### src/hw/rtl/cau_pkg.sv
// cau_pkg: widths, operation and status codes, pipeline structs and helper
// functions for the complex arithmetic unit
// no dependencies
`default_nettype none

package cau_pkg;

	localparam int DW        = 16;             // operand and result part width
	localparam int FRAC_BITS = 8;              // fraction bits of the fixed-point format
	localparam int PW        = 2 * DW;         // product width
	localparam int SW        = PW + 1;         // sum of two products
	localparam int DENW      = SW;             // |b|^2 width
	localparam int QB        = DW;             // quotient bits resolved by the divider
	localparam int NW        = DENW + QB;      // dividend / remainder width
	localparam int DIV_LAT   = QB + 1;         // divider stages
	localparam int HALF      = (1 << FRAC_BITS) >> 1;

	typedef enum logic [2:0] {
		OP_ADD = 3'd0,
		OP_SUB = 3'd1,
		OP_MUL = 3'd2,
		OP_DIV = 3'd3,
		OP_CMP = 3'd4
	} op_t;

	typedef enum logic [1:0] {
		ST_OK  = 2'd0,
		ST_SAT = 2'd1,
		ST_DZ  = 2'd2
	} status_t;

	// beat leaving the front end (after the sums of products)
	typedef struct packed {
		logic [2:0]       op;
		logic signed [DW:0] add_re;
		logic signed [DW:0] add_im;
		logic signed [DW:0] sub_re;
		logic signed [DW:0] sub_im;
		logic             eq;
		logic signed [SW-1:0] mul_re;
		logic signed [SW-1:0] mul_im;
		logic signed [SW-1:0] num_re;
		logic signed [SW-1:0] num_im;
		logic [DENW-1:0]  den;
	} front_t;

	// beat riding beside the divider
	typedef struct packed {
		logic [2:0]    op;
		logic [DW-1:0] re;
		logic [DW-1:0] im;
		logic          eq;
		logic          sat;
		logic          dz;
		logic          neg_re;
		logic          neg_im;
	} side_t;

	function automatic logic signed [SW-1:0] sx_prod(input logic signed [PW-1:0] v);
		return {v[PW-1], v};
	endfunction

	// clip to 16 bits, msb of the result flags a clip
	function automatic logic [DW:0] sat_w(input logic signed [SW-1:0] v);
		if (v > $signed(SW'(32767))) begin
			return {1'b1, 16'h7fff};
		end else if (v < -$signed(SW'(32768))) begin
			return {1'b1, 16'h8000};
		end else begin
			return {1'b0, v[DW-1:0]};
		end
	endfunction

endpackage

`default_nettype wire

### src/hw/rtl/cau_div.sv
// cau_div: pipelined restoring divider, one quotient bit per stage, with overflow flag
// depends on cau_pkg
`default_nettype none

module cau_div (
	input  wire logic                        clk,
	input  wire logic [cau_pkg::NW-1:0]      num,
	input  wire logic [cau_pkg::DENW-1:0]    den,
	output logic [cau_pkg::QB-1:0]           quo,
	output logic                             ovf
);
	import cau_pkg::*;

	logic [NW-1:0]   rem_s [0:QB];
	logic [DENW-1:0] den_s [0:QB];
	logic [QB-1:0]   quo_s [0:QB];
	logic            ovf_s [0:QB];

	// first stage: quotient too large for QB bits
	always_ff @(posedge clk) begin
		rem_s[0] <= num;
		den_s[0] <= den;
		quo_s[0] <= '0;
		ovf_s[0] <= num >= ({{(NW-DENW){1'b0}}, den} << QB);
	end

	// one compare and subtract per stage, msb first
	for (genvar i = 0; i < QB; i++) begin : g_stage
		logic [NW-1:0] dsh;
		logic          ge;
		assign dsh = {{(NW-DENW){1'b0}}, den_s[i]} << (QB - 1 - i);
		assign ge  = rem_s[i] >= dsh;
		always_ff @(posedge clk) begin
			rem_s[i+1] <= ge ? rem_s[i] - dsh : rem_s[i];
			den_s[i+1] <= den_s[i];
			quo_s[i+1] <= {quo_s[i][QB-2:0], ge};
			ovf_s[i+1] <= ovf_s[i];
		end
	end

	assign quo = quo_s[QB];
	assign ovf = ovf_s[QB];

endmodule

`default_nettype wire

### config.mk
export PLATFORM = sky130hd
export DESIGN_NAME = cau_div
export DESIGN_NICKNAME = d
export VERILOG_FILES = /design/src/hw/rtl/cau_pkg.sv /design/src/hw/rtl/cau_div.sv
export SDC_FILE = /design/constraint.sdc
export NUM_CORES = 2
export LEC_CHECK = 0
export BUFFER_PORTS_ARGS = -buffer_cell sky130_fd_sc_hd__buf_2
export CAP_MARGIN = 20
export CORE_MARGIN = 2
export CORE_UTILIZATION = 30
export DETAILED_ROUTE_END_ITERATION = 12
export PLACE_DENSITY_LB_ADDON = 0.3
export SETUP_SLACK_MARGIN = 0.05
export SLEW_MARGIN = 20
export SYNTH_ARGS = -nofsm -noshare
export SYNTH_HDL_FRONTEND = slang
export SYNTH_SLANG_ARGS = --single-unit
### constraint.sdc
create_clock -name clk -period 6.2 [get_ports clk]
set_input_delay 1.24 -clock clk [delete_from_list [all_inputs] [get_ports clk]]
set_output_delay 1.24 -clock clk [all_outputs]
set_load 0.02 [all_outputs]
==> impl_summary.log <==
INFO  metric synth_enable_flop_cells = 0
INFO  metric synth.yosys.warnings = 0
INFO  metric htree_levels = 4
INFO  metric hp-start = quo_s[0][168]
INFO  metric synth_async_sr_flop_share = 0
INFO  metric floorplan.initialDensity = 0.301
INFO  metric placement.io_buffers = 99
INFO  metric maximum_number_of_pins_on_one_net_before_global_route_repair = 68
INFO  metric design.final.nets = 8142
INFO  metric total_power = 41800 uW
INFO  metric layout_min_cycle_time = 4.51 ns
INFO  metric synth_top_family_by_area = compound AO/OA/AOI/OAI gates
INFO  metric post_cts.resized_instances = 0
INFO  metric die_area = 227000 um2
INFO  metric die_y = 476 um
INFO  metric tightest_hold_check_type = reg2reg
INFO  metric ys_seq_elements = 1465
INFO  metric post-cts-setup-buffers = 0
INFO  metric leading_cell_types_in_the_layout_fill_and_taps_excluded = 1465 x dfxtp_1, 710 x inv_1, 661 x a21oi_1, 577 x nand2_1, 561 x ha_1
INFO  metric cts_max_path_buffers = 3
INFO  metric worst_setup_path_start_kind = register
INFO  metric max_transition_margin = 0.278
INFO  metric clk-insertion-delay-late = 0.81 ns
INFO  metric clock_tree.root_cell = clkbuf_16
INFO  metric achievable-frequency = 0.222 GHz
INFO  metric cp.required = 6.93 ns
INFO  metric cts-buffers-inserted = 162
INFO  metric grt_pass1_vias = 50800
INFO  metric yosys.cell_types.count = 93
INFO  metric floorplan.rows = 173
INFO  metric yosys_top_cell_area_share = 0.438
INFO  metric worst_ir_drop_vdd = 0.277 mV
INFO  metric pre_cts_ws = 1.71 ns
INFO  metric wl = 167 mm
INFO  metric synth.yosys.seq_area_share = 0.438
INFO  metric core_area = 222000 um2
INFO  metric clk_pin_slew_worst_paths = 0.06 ns
INFO  metric power_density = 548 nW/um2
INFO  metric route.antenna.remaining_nets = 0
INFO  metric grt_first_pass_wirelength = 264 mm
INFO  metric postSynthAreaPerCell = 9.04 um2
INFO  metric post_synth_fa_ha_maj_area_fraction = 0.109
INFO  metric gp_congestion = 0.962
INFO  metric synth.largest_area_cell = dfxtp_1
INFO  metric report.final.setup_viol = 0
INFO  metric mappedNetlistArea = 67000 um2
INFO  metric tightestPinTransition = 1.07 ns
INFO  metric netlist_top_cells_area = dfxtp_1 44%, ha_1 10%, a21oi_1 5.0%
INFO  metric post_synth_mux_area_share = 0.0139
INFO  metric clock-sinks = 1465
INFO  metric outcome = completed
INFO  metric cap_violations = 0
INFO  metric timing.critical_path.to_type = register
INFO  metric critical_path_class = reg2reg
INFO  metric ctsHoldBuffers = 0
INFO  metric grt-ovfl-total = 0
INFO  metric final-hold-violation-count = 0
INFO  metric syn_inst = 7410
INFO  metric synth_xor_area_frac = 0.0712
INFO  metric fin_tns_setup = 0 ns
INFO  metric clock_skew = 0.0338 ns
INFO  metric postSynthNetCount = 8069
INFO  metric synth_simple_gate_area_share = 0.133
INFO  metric fin_worst_hold_slack = 0.318 ns
INFO  metric slew_violations = 0
INFO  metric synth_area_in_compound_gates = 0.181
INFO  metric drt-wirelength-per-cell = 15.7 um
INFO  metric postSynth.topFlopCell = dfxtp_1
INFO  metric layout-drive-gt1-share = 0.0725
INFO  metric layout_commonest_cell = dfxtp_1
INFO  metric first_iter_violations = 2683
INFO  metric dp_hpwl = 132 mm
INFO  metric post_drt_via_cell_ratio = 4.75
INFO  metric worstSetupStartpoint = rem_s[0][15]
INFO  metric drt-pass1-iter-count = 5
INFO  metric post-route-drc-count = 0
INFO  metric grt_usage = 0.142
INFO  metric rsz_0062_raised_after_global_routing = false
INFO  metric tritoncts = done
INFO  metric worst-path-max-fanout = 30
INFO  metric ios = 100
INFO  metric static-leakage-power = 0.0339 uW
INFO  metric r2r_start = rem_s[0][15]
INFO  metric postLayoutSetupSlackWorst = 1.69 ns
INFO  metric antenna_found_initial = 1
INFO  metric period_share = 0.728
INFO  metric area_growth_syn_to_layout = 13.9%
INFO  metric via_count = 50300
INFO  metric die_width = 476 um
INFO  metric critical_path_arrival = 5.25 ns
## routing by layer
metal,up-vias,global-route usage,share of wire
met5,-,0,0
met4,0,0.0816,0.058
met3,448,0.0215,0.033
met2,1134,0.262,0.50
met1,22900,0.154,0.41
li1,25800,-,-
## cell families (layout without fill, tap and decap cells)
family	Yosys count	after routing
flip-flops	1465	1465
other	0	1
multiplexers	83	83
AND/OR/NAND/NOR	1853	1853
XOR/XNOR	544	544
AO/OA/AOI/OAI	1963	1963
buffers and inverters	926	1130
adder cells (fa/ha/maj)	576	576
## cells in the mapped netlist (15+ instances only)
cell	instances
buf_2	32
and2_1	20
o21a_1	69
or2_2	23
xor2_1	232
and3_1	44
nor2b_1	81
mux2_2	81
nor3_1	127
o31a_1	17
nand2_1	577
a31oi_1	53
or4_1	22
inv_1	710
a31o_2	17
a21oi_1	664
o31ai_1	36
nor4b_1	18
a21boi_0	15
a21o_1	279
fa_1	15
o21bai_1	72
dfxtp_1	1465
or3_1	39
nand3_1	120
nor2_1	459
nand4_1	122
ha_1	561
nor4_1	64
a2111oi_0	16
xnor2_1	312
o21ai_0	501
o211ai_1	23
a211oi_1	31
nand2b_1	79
buf_4	17
clkbuf_1	154
a221oi_1	17
## power breakdown
| part | internal, uW | switching, uW | total, uW |
|---|---|---|---|
| clock network | 6100 | 3930 | 10000 |
| logic | 7810 | 10200 | 18000 |
| registers | 12100 | 1730 | 13800 |
## through the flow
step	cell area, um2	utilization	instances
2_1_floorplan	67000	-	7410
3_5_place_dp	70600	0.318	10300
5_1_grt	76200	0.343	10600
6_report	76200	0.343	10600
3_3_place_gp	70600	0.318	10300
4_1_cts	76200	0.343	10600
## worst max-delay path: stages (launching register included)
cell	delay, ns
dfxtp_1	0.33
inv_1	0.05
ha_1	0.21
fa_1	0.41
nor2b_1	0.16
o21bai_1	0.10
a31oi_1	0.52
a21oi_2	0.17
o21ai_1	0.35
a41oi_2	0.22
o22a_1	0.27
nand2_1	0.14
a21boi_2	0.06
buf_4	0.23
inv_1	0.72
buf_4	0.30
nor2_1	0.05
a21oi_1	0.12
## layout make-up
type                            instances  area, um2
Tap cell                             2975       3720
Antenna cell                            1       2.50
Inverter                              712       2670
Clock buffer                          242       4860
Timing Repair Buffer                  123        701
Sequential cell                      1465      29300
Multi-Input combinational cell       5019      34200
Fill cell                           22600     146000
Clock inverter                         53        791
## sequential cells by signal, indices dropped and copies added (netlist names)
signal,flops
rem_s,784
quo_s,136
ovf_s,17
den_s,528
## final timing paths
path                   end  slack [ns]  cells past startpoint
min          quo_s[0][185]        0.32                      0
max           rem_s[0][64]        1.69                     17
min reg2reg  quo_s[0][185]        0.32                      0
max reg2reg   rem_s[0][64]        1.69                     17
No activity file was read; power rests on OpenSTA's default activity.
